`config.mk`:
```
export PLATFORM = sky130hd
export DESIGN_NAME = gdop_queue
export DESIGN_NICKNAME = d
export VERILOG_FILES = /design/src/hw/rtl/gdop_pkg.sv /design/src/hw/rtl/gdop_queue.sv
export SDC_FILE = /design/constraint.sdc
export NUM_CORES = 1
export LEC_CHECK = 0
export ABC_CLOCK_PERIOD_IN_PS = 12300
export BUFFER_PORTS_ARGS = -buffer_cell sky130_fd_sc_hd__buf_2
export CAP_MARGIN = 20
export CORE_UTILIZATION = 56
export CTS_CLUSTER_DIAMETER = 100
export DETAILED_ROUTE_END_ITERATION = 16
export PLACE_DENSITY = 0.84
export SYNTH_ARGS = -nofsm -noshare
export SYNTH_HDL_FRONTEND = slang
export SYNTH_SLANG_ARGS = --single-unit
export TNS_END_PERCENT = 50
```
`constraint.sdc`:
```
create_clock -name clk_i -period 12.3 [get_ports clk_i]
set_clock_uncertainty 0.2 [all_clocks]
set_input_delay 2.46 -clock clk_i [delete_from_list [all_inputs] [get_ports clk_i]]
set_output_delay 2.46 -clock clk_i [all_outputs]
set_load 0.005 [all_outputs]
```
`src/hw/rtl/gdop_pkg.sv`:
```
package gdop_pkg;

  localparam int unsigned COORD_W     = 24;
  localparam int unsigned DIFF_W      = COORD_W + 1;
  localparam int unsigned MAX_ANCHORS = 64;
  localparam int unsigned MIN_ANCHORS = 4;
  localparam int unsigned CNT_W       = $clog2(MAX_ANCHORS + 2);
  localparam int unsigned GDOP_W      = 32;
  localparam int unsigned STATUS_W    = 2;
  localparam int unsigned FLOOR_W     = 32;
  localparam int unsigned SUM_W       = 40;
  localparam int unsigned Q_DEPTH     = 2;
  localparam int unsigned QPTR_W      = $clog2(Q_DEPTH);

  typedef enum logic [STATUS_W-1:0] {
    ST_OK       = 2'd0,
    ST_FEW      = 2'd1,
    ST_SINGULAR = 2'd2,
    ST_MANY     = 2'd3
  } status_e;

  // one classified anchor: tag - anchor, accumulate flag, end of set, precheck
  typedef struct packed {
    logic signed [DIFF_W-1:0] dx;
    logic signed [DIFF_W-1:0] dy;
    logic signed [DIFF_W-1:0] dz;
    logic                     acc;
    logic                     last;
    status_e                  cls;
  } anchor_ent_t;

endpackage

```
`src/hw/rtl/gdop_queue.sv`:
```
module gdop_queue (
  input  logic                  clk_i,
  input  logic                  rst_ni,
  input  logic                  push_i,
  input  gdop_pkg::anchor_ent_t ent_i,
  output logic                  full_o,
  input  logic                  pop_i,
  output logic                  valid_o,
  output gdop_pkg::anchor_ent_t ent_o
);
  import gdop_pkg::*;

  anchor_ent_t       mem_q [Q_DEPTH];
  logic [QPTR_W-1:0] wp_q, rp_q;
  logic [QPTR_W:0]   n_q;

  assign full_o  = (n_q == (QPTR_W+1)'(Q_DEPTH));
  assign valid_o = (n_q != '0);
  assign ent_o   = mem_q[rp_q];

  always_ff @(posedge clk_i or negedge rst_ni) begin
    if (!rst_ni) begin
      wp_q <= '0;
      rp_q <= '0;
      n_q  <= '0;
    end else begin
      if (push_i) begin
        wp_q <= wp_q + 1'b1;
      end
      if (pop_i) begin
        rp_q <= rp_q + 1'b1;
      end
      if (push_i && !pop_i) begin
        n_q <= n_q + 1'b1;
      end else if (pop_i && !push_i) begin
        n_q <= n_q - 1'b1;
      end
    end
  end

  always_ff @(posedge clk_i) begin
    if (push_i) begin
      mem_q[wp_q] <= ent_i;
    end
  end

endmodule

```
==> impl_metrics.ini <==
[outcome]
status = finished clean

[sta]
period_needed_ns = 5.371
finalHoldViolCount = 0
setup_violations = 0
slew_headroom_pct = 45.25
fin_crit_sh_pct = 43.67
finalMaxSlewViolations = 0
fin_tns_setup_ns = 0
worst_slew_pin_slew_ns = 0.8212
max_freq_mhz = 186.2
rsz0062_at_grt = no

[synth]
synth_warnings = 0
syn_area_per_cell_um2 = 24.01
synth_area_leaders = edfxtp_1 75%, mux2_4 19%, buf_12 2.5%, dfrtp_1 1.6%, xor2_1 0.56%
yosysTopAreaCell = edfxtp_1
synth_cell_types = 13
ys_ff_latch = 162
synth_top_cell_area_share_pct = 75.42
synth_seq_area_share_pct = 77.01
synthCells = 262
syn_nets = 346
synth_area_mm2 = 0.006291

[setup_path]
crit_chain = buf_4 > mux2_4 > buf_2
cp_max_fo = 45
slowest_delay_ns = 0.88
start_kind = flip-flop
required_ns = 9.64
slowest_stage = dfrtp_4
crit_type = flip-flop to output port
critPathArrivalTime_ns = 2.71
cp-end-kind = output port
worstPathBufferInverterCount = 2
cp_top_family = buffers and inverters

[clock_network]
cts-root-buf = clkbuf_8
cts_tree = done
cts_sinks = 162
ctsLongestPathBuffers = 2
cts_resized = 0
cts_max_level = 4
post_cts_buffers = 0
holdBufCountCts = 0
numCtsBuffers = 17
clk_latency_ns = 0.51
clk_pin_slew_ns = 0.06

[route]
drc = 0
postRouteAntennaNets = 0
wire_per_inst_um = 17.72
via_count = 3001
finalWirelength_um = 10470
drt-initial-drc-count = 113
vias_per_cell = 5.078
dr.pass1.iters = 4

[power]
leakage_uw = 0.003165
power.total_uw = 1776
power.density_mw_per_mm2 = 229.9
peakVddDrop_mv = 0.1583

[floorplan]
ios = 164
die_y_um = 108.0
die-area_mm2 = 0.01166
initial_utilization_pct = 57.78
coreArea_mm2 = 0.01089
fp.dieW_um = 108.0
placementRows = 38

[layout]
fin_area_mm2 = 0.007725
drive_gt1_share_pct = 60.53
fill_cells = 696
fin_cells = 591
area_growth_pct = 22.79
num_antenna_cells = 0
final_nets = 522

[global_routing]
grt_overflow = 0
grt_pass1_vias = 3069
grt_max_degree = 80
grt_pass1_wl_um = 15650
antenna_found_initial = 1
grt.total_usage_pct = 19.05

[job]
maxCapViolations = 0

[place]
dp.cells = 558
hpwl_um = 6896
portBuffers = 163
gp_congestion = 0.7151
dpl_cell_area_mm2 = 0.007139

[hold_path]
hp-class = flip-flop to flip-flop
## metal layers
layer | track usage, % | vias up | share of wire, %
met1 | 21.42 | 1476 | 38
met2 | 32.07 | 116 | 53
met4 | 10.57 | 2 | 2.3
met3 | 6.209 | 19 | 6.4
li1 | - | 1388 | -
met5 | 0 | - | 0.12
## synth_stat cells (all sizes together)
cell type,instances
dfrtp,4
and2,1
xor2,4
ha,1
nor2b,2
mux2,79
nor2,1
or2,1
xnor2,1
inv,1
buf,9
edfxtp,158
## worst paths after layout
check                                     to  slack [ns]  depth (start not counted)  startpoint
max in group asynchronous               rp_q       10.22                          1      rst_ni
worst min register to register        n_q[1]        0.30                          1      n_q[1]
worst min-delay path                  n_q[1]        0.30                          1      n_q[1]
min in group asynchronous             n_q[0]        1.54                          1      rst_ni
worst max register to register  mem_q[0][72]       10.05                          2        wp_q
worst max-delay path               ent_o[27]        6.93                          3        rp_q
## cell usage in the layout (no fill, tap or decap), types with 2 or more instances in the layout
master	instances
xor2_1	4
mux2_4	79
bufinv_16	3
clkinv_2	3
clkbuf_16	16
clkbuf_1	8
buf_2	163
buf_4	2
dfrtp_1	3
edfxtp_1	158
## registers in the layout, summed over array words and instances (netlist names)
| signal | flops |
|---|---|
| mem_q | 158 |
| n_q | 2 |
| wp_q | 1 |
| rp_q | 1 |
## final cells by class
cell class / instances / area [µm²] / area share (%)
sequential: 162 / 4848 / 62.76
tap: 140 / 175.2 / 2.268
clock buffer: 25 / 444.2 / 5.750
clock inverter: 7 / 113.9 / 1.474
multi-input combinational: 90 / 1281 / 16.59
timing repair buffer: 166 / 858.3 / 11.11
inverter: 1 / 3.754 / 0.04859
## metrics by stage
stage | util (%) | hold slack, ns | worst slack, ns
after floorplan | - | 0.2474 | 5.659
after global placement | 65.57 | 0.2624 | 7.498
after detailed placement | 65.57 | 0.2817 | 7.468
after CTS | 70.70 | 0.3006 | 6.893
after global routing | 70.95 | 0.3131 | 6.810
final | 70.95 | 0.2983 | 6.929
## cell families (layout without fill, tap and decap cells)
logic type	Yosys count	in the layout	synth area share, %
muxes	79	79	18.85
DFF	162	162	77.01
buffers and inverters	10	199	2.784
xor gates and xnor gates	5	5	0.6961
and+or+nand+nor	5	5	0.4575
adders and majority gates	1	1	0.1989
## report_power, final
part | internal (µW) | switching [µW] | leakage (µW) | total (µW)
clock network | 309 | 189 | 0.000272 | 498
registers | 734 | 64.0 | 0.00153 | 798
logic | 285 | 196 | 0.00136 | 480
total | 1330 | 449 | 0.00316 | 1780
No activity file was read; power rests on OpenSTA's default activity.
