<file path="src/hw/rtl/gdop_pkg.sv">
package gdop_pkg;

  localparam int unsigned COORD_W     = 24;
  localparam int unsigned DIFF_W      = COORD_W + 1;
  localparam int unsigned MAX_ANCHORS = 64;
  localparam int unsigned MIN_ANCHORS = 4;
  localparam int unsigned CNT_W       = $clog2(MAX_ANCHORS + 2);
  localparam int unsigned GDOP_W      = 32;
  localparam int unsigned STATUS_W    = 2;
  localparam int unsigned FLOOR_W     = 32;
  localparam int unsigned SUM_W       = 40;
  localparam int unsigned Q_DEPTH     = 2;
  localparam int unsigned QPTR_W      = $clog2(Q_DEPTH);

  typedef enum logic [STATUS_W-1:0] {
    ST_OK       = 2'd0,
    ST_FEW      = 2'd1,
    ST_SINGULAR = 2'd2,
    ST_MANY     = 2'd3
  } status_e;

  // one classified anchor: tag - anchor, accumulate flag, end of set, precheck
  typedef struct packed {
    logic signed [DIFF_W-1:0] dx;
    logic signed [DIFF_W-1:0] dy;
    logic signed [DIFF_W-1:0] dz;
    logic                     acc;
    logic                     last;
    status_e                  cls;
  } anchor_ent_t;

endpackage

</file>
<file path="src/hw/rtl/gdop_if.sv">
interface gdop_anchor_if;
  import gdop_pkg::*;
  logic                      valid;
  logic                      ready;
  logic signed [COORD_W-1:0] anchor_x;
  logic signed [COORD_W-1:0] anchor_y;
  logic signed [COORD_W-1:0] anchor_z;
  logic signed [COORD_W-1:0] tag_x;
  logic signed [COORD_W-1:0] tag_y;
  logic signed [COORD_W-1:0] tag_z;
  logic                      last;
  modport source (output valid, anchor_x, anchor_y, anchor_z, tag_x, tag_y, tag_z, last,
                  input ready);
  modport sink   (input valid, anchor_x, anchor_y, anchor_z, tag_x, tag_y, tag_z, last,
                  output ready);
endinterface


</file>
<file path="src/hw/rtl/gdop_front.sv">
module gdop_front (
  input  logic                  clk_i,
  input  logic                  rst_ni,
  gdop_anchor_if.sink           in_i,
  input  logic                  full_i,
  output logic                  push_o,
  output gdop_pkg::anchor_ent_t ent_o
);
  import gdop_pkg::*;

  logic [CNT_W-1:0]         cnt_q, cnt_d, cnt_inc;
  logic signed [DIFF_W-1:0] dx, dy, dz;
  logic                     take;

  assign in_i.ready = !full_i;
  assign take       = in_i.valid && in_i.ready;
  assign push_o     = take;

  assign dx = DIFF_W'(in_i.tag_x) - DIFF_W'(in_i.anchor_x);
  assign dy = DIFF_W'(in_i.tag_y) - DIFF_W'(in_i.anchor_y);
  assign dz = DIFF_W'(in_i.tag_z) - DIFF_W'(in_i.anchor_z);

  // count saturates one past the limit
  assign cnt_inc = (cnt_q <= CNT_W'(MAX_ANCHORS)) ? cnt_q + 1'b1 : cnt_q;

  always_comb begin
    ent_o.dx   = dx;
    ent_o.dy   = dy;
    ent_o.dz   = dz;
    ent_o.acc  = (cnt_q < CNT_W'(MAX_ANCHORS)) && ((dx != '0) || (dy != '0) || (dz != '0));
    ent_o.last = in_i.last;
    if (cnt_inc > CNT_W'(MAX_ANCHORS)) begin
      ent_o.cls = ST_MANY;
    end else if (cnt_inc < CNT_W'(MIN_ANCHORS)) begin
      ent_o.cls = ST_FEW;
    end else begin
      ent_o.cls = ST_OK;
    end
  end

  always_comb begin
    cnt_d = cnt_q;
    if (take) begin
      cnt_d = in_i.last ? '0 : cnt_inc;
    end
  end

  always_ff @(posedge clk_i or negedge rst_ni) begin
    if (!rst_ni) begin
      cnt_q <= '0;
    end else begin
      cnt_q <= cnt_d;
    end
  end

endmodule

</file>
<file path="src/flat_wrapper.sv">
// flat-port wrapper written by rule: the top's interface ports become plain ports
module gdop_front_flat import gdop_pkg::*;
  (clk_i, rst_ni, full_i, push_o, ent_o, in_i_valid, in_i_anchor_x, in_i_anchor_y, in_i_anchor_z, in_i_tag_x, in_i_tag_y, in_i_tag_z, in_i_last, in_i_ready);
  gdop_anchor_if in_i_i ();
  input  logic clk_i;
  input  logic rst_ni;
  input  logic full_i;
  output logic push_o;
  output gdop_pkg::anchor_ent_t ent_o;
  input wire logic [$bits(in_i_i.valid)-1:0] in_i_valid;
  input wire logic [$bits(in_i_i.anchor_x)-1:0] in_i_anchor_x;
  input wire logic [$bits(in_i_i.anchor_y)-1:0] in_i_anchor_y;
  input wire logic [$bits(in_i_i.anchor_z)-1:0] in_i_anchor_z;
  input wire logic [$bits(in_i_i.tag_x)-1:0] in_i_tag_x;
  input wire logic [$bits(in_i_i.tag_y)-1:0] in_i_tag_y;
  input wire logic [$bits(in_i_i.tag_z)-1:0] in_i_tag_z;
  input wire logic [$bits(in_i_i.last)-1:0] in_i_last;
  output wire logic [$bits(in_i_i.ready)-1:0] in_i_ready;
  assign in_i_i.valid = in_i_valid;
  assign in_i_i.anchor_x = in_i_anchor_x;
  assign in_i_i.anchor_y = in_i_anchor_y;
  assign in_i_i.anchor_z = in_i_anchor_z;
  assign in_i_i.tag_x = in_i_tag_x;
  assign in_i_i.tag_y = in_i_tag_y;
  assign in_i_i.tag_z = in_i_tag_z;
  assign in_i_i.last = in_i_last;
  assign in_i_ready = in_i_i.ready;
  gdop_front u_core (.clk_i(clk_i), .rst_ni(rst_ni), .in_i(in_i_i), .full_i(full_i), .push_o(push_o), .ent_o(ent_o));
endmodule
</file>
<file path="config.mk">
export PLATFORM = sky130hd
export DESIGN_NAME = gdop_front_flat
export DESIGN_NICKNAME = d
export VERILOG_FILES = /design/src/hw/rtl/gdop_pkg.sv /design/src/hw/rtl/gdop_if.sv /design/src/hw/rtl/gdop_front.sv /design/src/flat_wrapper.sv
export SDC_FILE = /design/constraint.sdc
export NUM_CORES = 1
export LEC_CHECK = 0
export BUFFER_PORTS_ARGS = -buffer_cell sky130_fd_sc_hd__buf_2
export CAP_MARGIN = 0
export CORE_ASPECT_RATIO = 1.5
export CORE_MARGIN = 5
export CORE_UTILIZATION = 25
export CTS_CLUSTER_DIAMETER = 100
export DETAILED_ROUTE_END_ITERATION = 16
export SLEW_MARGIN = 20
export SYNTH_ARGS = -nofsm -noshare
export SYNTH_HDL_FRONTEND = slang
export SYNTH_SLANG_ARGS = --single-unit
</file>
<file path="constraint.sdc">
create_clock -name clk_i -period 4.4 [get_ports clk_i]
set_input_delay 0.22 -clock clk_i [delete_from_list [all_inputs] [get_ports clk_i]]
set_output_delay 0.22 -clock clk_i [all_outputs]
set_load 0.01 [all_outputs]
</file>
==> results of run 1 <==
## worst max-delay path: stages
cell	delay [ns]
buf_2	0.08
inv_1	0.03
ha_1	0.23
fa_1	0.41
nor2b_1	0.17
o211ai_1	0.13
a211oi_1	0.51
a221o_1	0.33
a31oi_1	0.14
xnor2_1	0.37
nor4_1	0.10
and4b_1	0.21
a41oi_1	0.31
buf_2	0.20
## worst max-delay path by stage
| stage | slack (ns) | to | start | cells past startpoint |
|---|---|---|---|---|
| finish | 0.73 | ent_o[3] | in_i_tag_y[0] | 14 |
| global route | 0.51 | ent_o[3] | in_i_tag_y[0] | 15 |
| CTS | 0.77 | ent_o[3] | in_i_tag_z[2] | 13 |
| detailed placement | 0.79 | ent_o[3] | in_i_tag_z[2] | 13 |
| global placement | 0.87 | ent_o[3] | in_i_tag_y[0] | 14 |
| floorplan | 1.36 | ent_o[3] | in_i_tag_z[0] | 13 |
## power by group through the flow
stage               combinational (mW)  clock (mW)  sequential [mW]
finish                            1.07       0.157           0.0940
detailed placement                1.08           0           0.0947
CTS                               1.09       0.160           0.0939
global placement                  1.08           0           0.0942
floorplan                        0.653           0           0.0871
global route                      1.19       0.166           0.0972
## kinds of logic (layout without fill, tap and decap cells)
family | Yosys count | in the layout | share of synthesized area
flip-flops | 7 | 7 | 0.0377
AND/OR/NAND/NOR | 212 | 212 | 0.239
adder cells (fa/ha/maj) | 77 | 77 | 0.212
AO/OA/AOI/OAI | 210 | 210 | 0.303
XOR/XNOR | 60 | 60 | 0.113
buffers and inverters | 111 | 331 | 0.0908
multiplexers | 2 | 2 | 0.00431
## metal layers
metal | track usage | vias up | wire, µm
li1 | - | 2895 | -
met1 | 0.172 | 2586 | 6930
met2 | 0.322 | 228 | 9660
met3 | 0.0441 | 40 | 1500
met4 | 0.0509 | 4 | 649
met5 | 0 | - | 21
## synth_stat cells (all sizes together), types with 8 or more instances
cell type / n
a21o: 26
nand4: 10
nand3: 14
and2: 9
nor4: 9
ha: 74
clkbuf: 12
o21bai: 12
nor3: 22
a31oi: 8
inv: 97
a211oi: 8
nand2b: 8
xor2: 23
nor2: 47
xnor2: 37
a21oi: 56
o21ai: 45
nand2: 48
## metrics by stage
stage | setup WS, ns | hold WS, ns
after floorplan | 1.36 | -0.0756
after detailed placement | 0.789 | 0.0675
final | 0.732 | 0.302
after CTS | 0.771 | 0.300
after global routing | 0.513 | 0.326
after global placement | 0.870 | 0.0670
## cell type report
cell class / count / share of cell area
clock buffers: 4 / 0.0128
inverters: 97 / 0.0593
multi-input cells: 561 / 0.660
flip-flops and latches: 7 / 0.0285
well taps: 252 / 0.0514
repair buffers: 230 / 0.188
## what timing repair did
item                                   CTS  global route
hold buffers                             1             0
setup buffers                            0             0
endpoints found under the hold margin    7             0
## cell usage in the layout (no fill, tap or decap), drive strengths merged, types with 5 or more instances in the layout
cell      n
a211oi    8
a211o     5
nor2b     5
dfrtp     7
a31oi     8
o211ai    6
nor2     47
o21bai   12
a21oi    56
xnor2    37
nand4b    5
inv      97
nand4    10
nor4      9
o21ai    45
ha       74
xor2     23
nand2b    8
nor3     22
buf     229
nor4b     5
or2       6
nand3    14
a21o     26
and2      9
nand2    48
and3      7
o21a      7
==> results by group, run 1 <==
Cells and area
  • Max reg flops: 7
  • # nets final: 1126
  • Final core utilization: 0.334
  • Register Area: 175 µm²
  • Layout cells sized above 1: 0.274
  • Top reg by flops: u_core.cnt_q
  • Fillers: 2074
  • Biggest regs: u_core.cnt_q (7)
  • Final instance area: 6140 µm²
  • Final non-filler cell total: 1151
  • Layout overhead on the synthesized area: 32.1%
  • # diodes: 0
  • Multi-input gate area: 4050 µm²

Die
  • Die W: 121 µm
  • Core Area: 18400 µm²
  • Die footprint: 21500 µm²
  • Starting Density: 0.252
  • Chip height: 177 µm
  • Row count: 61
  • Io pins: 230

Run
  • Max-cap violation count: 0

Logic synthesis
  • Post-Syn Area: 4640 µm²
  • Yosys reg bits: 7
  • Yosys top cell area share: 0.199
  • Ys Warns: 0
  • Post-Syn Nets: 905
  • Ranking of synthesized cells by area: ha_1 20%, inv_1 7.8%, xnor2_1 7.0%
  • Synth Flop Type: dfrtp_1
  • Cell taking the most area after synthesis: ha_1
  • Number of synthesized flops with an enable pin: 0
  • Async set-reset flop share out of synthesis: 1.00
  • Post-synthesis sequential area ratio: 0.0377
  • Avg Cell Area, Syn: 6.84 µm²
  • Post-synthesis cell count: 679
  • Synth cell types: 70

STA
  • RSZ-0062 raised after global routing: no
  • Setup violations, final: 0
  • Final period util: 0.834
  • Slew @ Worst Pin: 0.576 ns
  • Final Hold Violating Endpoints: 0
  • Fmax: 273 MHz
  • Rel. slew slack: 0.614
  • Fin Setup TNS: 0 ns
  • Tmin final: 3.67 ns
  • Final Max Slew Viols: 0
  • Clk_skew: 0.00221 ns

Clock network
  • Worst-path clk slew: 0.04 ns
  • H-Tree Level Count: 1
  • CTS tree: done
  • Clock Path Buffers: 2
  • CTS Root Cell: clkbuf_16
  • Clock sink total: 7
  • Total of cells resized after clock tree synthesis: 0
  • Total CTS buffers: 3
  • Insertion delay to the later sink of the worst-skew pair: 0.23 ns

Min path
  • Hold path startpoint: in_i_last
  • Hold Path Stages: 2
  • Hold Path Class: primary input to flop
  • Hold path endpoint: u_core.cnt_q[2]

Global route
  • Grt ovf: 0
  • Initial antenna violation count: 2
  • Vias in the first global route: 5948
  • Largest net degree at the start of global routing: 12
  • Gr usage total: 0.167
  • First-pass GRT wire length: 29.0 mm

Pwr
  • Maximum vdd drop: 98.9 µV
  • Clk pwr share: 0.119
  • Sw frac: 0.527
  • Power Dens Cells: 216 nW/µm²
  • Switch Pwr: 697 µW
  • Power Total: 1.32 mW
  • Pleak: 3.28 nW
  • Flop pwr share: 0.071
  • Comb power frac: 0.810
  • Power Internal: 626 µW

Detailed routing
  • Drt drc: 0
  • Avg WL per Cell: 16.3 µm
  • DR pass1 iterations: 5
  • DR iter-0 viols: 228
  • Routed vias/inst: 5.00
  • Vias: 5753
  • DRT Wirelength: 18.8 mm
  • Post-route ant nets: 0

Placement
  • DP Area: 6050 µm²
  • Routability cong.: 0.907
  • Final HPWL DP: 17.1 mm
  • # port buffers: 229
  • Placed instance count: 1146

Setup path
  • Path depth of the worst reg2reg path: 7
  • CP Max Fanout: 4
  • Critical Path AT: 3.45 ns
  • Worst reg2reg startpoint: u_core.cnt_q[3]
  • Critical path type: primary input to primary output
  • RR Endpoint: u_core.cnt_q[2]
  • CP Capture Type: primary output
  • CP Data Required Time: 4.18 ns
  • Crit path launch type: primary input
  • R2R Setup Slk: 2.85 ns

Outcome
  • Status: finished, final reports clean
Note: power is estimated with default switching activity, not from simulation.
==> inputs of run 2 (changes only) <==
==> constraint.sdc (replaced) <==
create_clock -name clk_i -period 3.4 [get_ports clk_i]
set_input_delay 0.17 -clock clk_i [delete_from_list [all_inputs] [get_ports clk_i]]
set_output_delay 0.17 -clock clk_i [all_outputs]
set_load 0.01 [all_outputs]
==> run 2 against run 1 <==
  * Setup slack worse by 0.61 ns
  * Highest routed layer is now met4
  * Total power is 37% higher
  * First-iteration DRC count is 1.8% lower
  * Largest power group unchanged
==> results by group, run 2 (synthesized netlist as in run 1, its figures left out) <==
Setup path
  • Critical path depth: 13
  • Most used cell, CP: nor4_4
  • Slowest cell on crit path: o41a_1
  • Critical Path AT: 3.11 ns
  • Max incr delay on CP: 0.45 ns
  • CP Max Fanout: 5
  • Crit path cell chain: buf_6 -> inv_4 -> ha_4 -> a21o_1 -> o41a_1 -> or3_4 -> a211o_1 -> nor4_4 -> nand4b_1 -> nor4_4 -> and4_1 -> a41oi_2 -> buf_2
  • RR Endpoint: u_core.cnt_q[2]
  • Crit path launch type: primary input
  • CP Data Required Time: 3.23 ns
  • Path depth of the worst reg2reg path: 7
  • Critical path destination: ent_o[3]
  • Critical path type: primary input to primary output
  • Largest delay contributor family on the critical path: simple AND/OR/NAND/NOR gates
  • CP bufs+invs: 3
  • Worst reg2reg startpoint: u_core.cnt_q[3]
  • Critical Path Start: in_i_anchor_z[6]
  • R2R Setup Slk: 1.84 ns
  • CP Capture Type: primary output

Cells and area
  • Commonest cells after routing, fill and taps aside: 227 x buf_2, 94 x inv_1, 70 x ha_1
  • Layout cells sized above 1: 0.333
  • Top reg by flops: u_core.cnt_q
  • Layout overhead on the synthesized area: 41.2%
  • Biggest regs: u_core.cnt_q (7)
  • Final non-filler cell total: 1181
  • # nets final: 1156
  • Fillers: 2032
  • Max reg flops: 7
  • # diodes: 0
  • Most common cell after layout, fill and taps aside: buf_2

Global route
  • Largest net degree at the start of global routing: 12
  • Grt ovf: 0
  • Gr usage total: 0.166
  • Vias in the first global route: 5952
  • Initial antenna violation count: 0
  • First-pass GRT wire length: 29.0 mm

Die
  • Io pins: 230
  • Die W: 121 µm
  • Row count: 61
  • Starting Density: 0.252
  • Die footprint: 21500 µm²
  • Core Area: 18400 µm²
  • Chip height: 177 µm

Clock network
  • H-Tree Level Count: 1
  • Worst-path clk slew: 0.04 ns
  • CTS Root Cell: clkbuf_16
  • Total CTS buffers: 3
  • Clock Path Buffers: 2
  • Insertion delay to the later sink of the worst-skew pair: 0.24 ns
  • CTS tree: done
  • Clock sink total: 7

Detailed routing
  • Avg WL per Cell: 16.0 µm
  • Vias: 5853
  • DR iter-0 viols: 224
  • Routed vias/inst: 4.96
  • Drt drc: 0
  • DRT Wirelength: 19.0 mm
  • Post-route ant nets: 0
  • DR pass1 iterations: 4

Placement
  • Routability cong.: 0.892
  • Placed instance count: 1168
  • Final HPWL DP: 17.0 mm
  • # port buffers: 229

STA
  • Final Hold Violating Endpoints: 0
  • Setup violations, final: 0
  • Tmin final: 3.28 ns
  • Slew @ Worst Pin: 0.477 ns
  • Final Max Slew Viols: 0
  • Fin Setup TNS: 0 ns
  • Fmax: 305 MHz
  • Clk_skew: 0.000618 ns
  • Final period util: 0.965
  • Rel. slew slack: 0.680
  • RSZ-0062 raised after global routing: yes

Pwr
  • Power Dens Cells: 277 nW/µm²
  • Pleak: 3.45 nW
  • Maximum vdd drop: 117 µV
  • Power Total: 1.82 mW

Outcome
  • Status: finished, final reports clean

Run
  • Max-cap violation count: 0

Min path
  • Hold path startpoint: in_i_last
  • Hold Path Class: primary input to flop
-- run 2: final cells by class --
class | count | area (µm²) | area share
Clock buffer | 4 | 78.8 | 0.0120
Inverter | 97 | 367 | 0.0559
Sequential cell | 7 | 175 | 0.0267
Multi-Input combinational cell | 561 | 4230 | 0.645
Timing Repair Buffer | 260 | 1390 | 0.212
Tap cell | 252 | 315 | 0.0481
-- run 2: report_power, final --
group          internal, mW  switching [mW]  total, mW  leakage, nW
logic                 0.627           0.864       1.49         3.33
registers            0.0982          0.0236      0.122       0.0834
clock network         0.156          0.0487      0.205       0.0382
total                 0.881           0.936       1.82         3.45
-- run 2: per-layer routing --
metal	global-route usage	vias to the layer above	part of all wire
met1	0.176	2654	0.36
met2	0.312	209	0.52
met5	0	-	0
met3	0.0438	37	0.086
li1	-	2953	-
met4	0.0537	0	0.033
-- run 2: worst reg2reg max path: stages, from the launching register on --
cell and delay [ns]:
dfrtp_1 0.43, nor3_1 0.26, nand3b_1 0.11, nand2_1 0.17, nand2_1 0.10, nor3_1 0.20
a21oi_1 0.06, o21ai_0 0.14
-- run 2: worst min-delay path by stage --
stage	to	slack [ns]	depth (start not counted)
3_3_place_gp	u_core.cnt_q[1]	0.02	1
5_1_grt	u_core.cnt_q[4]	0.25	2
4_1_cts	u_core.cnt_q[4]	0.24	2
2_1_floorplan	u_core.cnt_q[0]	-0.13	0
6_report	u_core.cnt_q[4]	0.22	2
3_5_place_dp	u_core.cnt_q[1]	0.02	1
-- run 2: stage by stage --
| stage | setup WS (ns) | utilization | cell area (µm²) | hold WS, ns |
|---|---|---|---|---|
| after floorplan | 0.456 | - | 4640 | -0.126 |
| after global placement | -0.222 | 0.338 | 6210 | 0.0198 |
| after detailed placement | -0.221 | 0.338 | 6210 | 0.0183 |
| after CTS | 0.0248 | 0.344 | 6330 | 0.236 |
| after global routing | -0.0722 | 0.356 | 6560 | 0.252 |
| final | 0.118 | 0.356 | 6560 | 0.224 |
-- run 2: repair_timing --
item	CTS	global route
gates cloned	0	0
resized for setup	6	36
hold buffers	1	0
endpoints found under the hold margin	7	0
setup buffers	0	8
pin swaps	1	22
setup endpoints to repair	1	1
==> inputs of run 3 (changes only) <==
==> constraint.sdc (replaced) <==
create_clock -name clk_i -period 3.4 [get_ports clk_i]
set_input_delay 0.17 -clock clk_i [delete_from_list [all_inputs] [get_ports clk_i]]
set_output_delay 0.17 -clock clk_i [all_outputs]
set_load 0.05 [all_outputs]
==> run 3 against run 2 <==
  * Combinational power rose by 49%
  * Clock power shrank 2%
  * Flip-flop and latch count unchanged
  * Final cell count is 3.1% higher
  * Setup slack lost 0.077 ns
  * Non-clock buffer count is 34 higher
  * Register-to-register slack better by 0.06 ns
  * Die area unchanged
  * Total power grew 40%
  * Count of clock-buffer cells in the layout stayed put
  * Largest cell class unchanged
  * Largest power group unchanged
==> results by group, run 3 (synthesized netlist as in run 1, its figures left out) <==
STA
  • Slew @ Worst Pin: 0.460 ns
  • Final period util: 0.988
  • Final Hold Violating Endpoints: 0
  • Fmax: 298 MHz
  • Fin Setup TNS: 0 ns
  • RSZ-0062 raised after global routing: yes
  • Setup violations, final: 0
  • Final Max Slew Viols: 0
  • Rel. slew slack: 0.694
  • WHS: 0.210 ns
  • Final WS setup: 0.0410 ns
  • Clk_skew: 0.00121 ns
  • Tmin final: 3.36 ns

Global route
  • Initial antenna violation count: 3
  • First-pass GRT wire length: 28.4 mm
  • Vias in the first global route: 5816
  • Largest net degree at the start of global routing: 12
  • Grt ovf: 0
  • Gr usage total: 0.161

Die
  • Io pins: 230
  • Chip height: 177 µm
  • Starting Density: 0.252
  • Core Area: 18400 µm²
  • Die footprint: 21500 µm²
  • Die W: 121 µm
  • Row count: 61

Detailed routing
  • Drt drc: 0
  • Vias: 5935
  • Post-route ant nets: 0
  • DRT Wirelength: 18.5 mm
  • Avg WL per Cell: 15.2 µm
  • DR iter-0 viols: 256
  • DR pass1 iterations: 4
  • Routed vias/inst: 4.87

Placement
  • DP Area: 6750 µm²
  • Pre-CTS setup slack: -0.353 ns
  • # port buffers: 229
  • Routability cong.: 0.935
  • Final HPWL DP: 16.7 mm

Pwr
  • Sw frac: 0.612
  • Power Internal: 987 µW
  • Clk pwr share: 0.079
  • Power Total: 2.55 mW
  • Flop pwr share: 0.048
  • Comb power frac: 0.873
  • Pleak: 3.72 nW
  • Power Dens Cells: 360 nW/µm²
  • Maximum vdd drop: 205 µV
  • Switch Pwr: 1.56 mW

Setup path
  • CP Data Required Time: 3.23 ns
  • Crit path launch type: primary input
  • Slowest cell on crit path: fa_2
  • Critical path type: primary input to primary output
  • CP Max Fanout: 2
  • Critical Path AT: 3.19 ns
  • CP Capture Type: primary output
  • Max incr delay on CP: 0.53 ns
  • Largest delay contributor family on the critical path: simple AND/OR/NAND/NOR gates
  • CP bufs+invs: 5
  • Crit path cell chain: buf_2 -> inv_1 -> ha_2 -> fa_2 -> inv_2 -> nor4_2 -> nand4_1 -> or4_4 -> nor4_4 -> buf_4 -> nand4b_1 -> nor4b_2 -> and4b_1 -> a41oi_4 -> buf_6

Cells and area
  • Most common cell after layout, fill and taps aside: buf_2
  • Layout cells sized above 1: 0.380
  • Layout overhead on the synthesized area: 52.1%
  • # nets final: 1190
  • Fillers: 1975
  • Commonest cells after routing, fill and taps aside: 226 x buf_2, 94 x inv_1, 68 x ha_1
  • Biggest regs: u_core.cnt_q (7)
  • Top reg by flops: u_core.cnt_q
  • Max reg flops: 7
  • Final instance area: 7070 µm²

Clock network
  • Total CTS buffers: 3
  • Worst-path clk slew: 0.04 ns
  • Insertion delay to the later sink of the worst-skew pair: 0.23 ns
  • Clock Path Buffers: 2
  • H-Tree Level Count: 1
  • CTS tree: done
  • Clock sink total: 7
  • CTS Root Cell: clkbuf_16

Outcome
  • Status: finished, final reports clean

Run
  • Max-cap violation count: 0

Min path
  • Hold Path Class: primary input to flop
==> run 3: final timing paths <==
path,start,to,slack [ns],cells after the start
min in group asynchronous,rst_ni,u_core.cnt_q[3],0.31,2
max in group asynchronous,rst_ni,u_core.cnt_q[6],2.93,2
hold / removal,in_i_last,u_core.cnt_q[3],0.21,2
hold reg to reg,u_core.cnt_q[5],u_core.cnt_q[5],0.56,2
setup reg to reg,u_core.cnt_q[3],u_core.cnt_q[2],1.90,7
setup / recovery,in_i_tag_z[0],ent_o[3],0.04,15
==> run 3: cell type report <==
class,count,area [µm²],share of cell area
Sequential cell,7,175,0.0248
Clock buffer,4,78.8,0.0112
Inverter,97,367,0.0519
Timing Repair Buffer,294,1660,0.234
Antenna cell,3,7.51,0.00106
Multi-Input combinational cell,561,4470,0.632
Tap cell,252,315,0.0446
==> run 3: per-stage QoR <==
| stage | cells | utilization |
|---|---|---|
| after floorplan | 679 | - |
| after global placement | 1207 | 0.367 |
| after detailed placement | 1207 | 0.367 |
| after CTS | 1215 | 0.381 |
| after global routing | 1218 | 0.384 |
| final | 1218 | 0.384 |
==> run 3: per-layer routing <==
layer,GRT usage,part of all wire,up-vias
met2,0.312,0.52,201
met3,0.0256,0.070,24
met4,0.0383,0.018,0
li1,-,-,3020
met1,0.181,0.39,2690
met5,0,0,-
==> run 3: power by group through the flow <==
stage	Sequential [mW]	Combinational, mW	Clock (mW)
6_report	0.122	2.22	0.201
4_1_cts	0.122	2.22	0.204
5_1_grt	0.127	2.37	0.210
3_5_place_dp	0.123	2.18	0
3_3_place_gp	0.122	2.18	0
2_1_floorplan	0.113	1.52	0
==> run 3: repair_timing <==
| item | in CTS | in global routing |
|---|---|---|
| endpoints found under the setup margin | 1 | 1 |
| buffers inserted | 3 | 0 |
| endpoints found under the hold margin | 7 | 0 |
| pin swaps | 17 | 3 |
| cloned | 0 | 0 |
| hold buffers | 1 | 0 |
| gates resized for setup | 27 | 13 |
==> run 3: worst reg2reg max path, delay by kind of cell, from the launching register on <==
| kind | cells | cell delay (ns) |
|---|---|---|
| AOI/OAI and AO/OA | 2 | 0.19 |
| DFF | 1 | 0.43 |
| and+or+nand+nor | 5 | 0.80 |
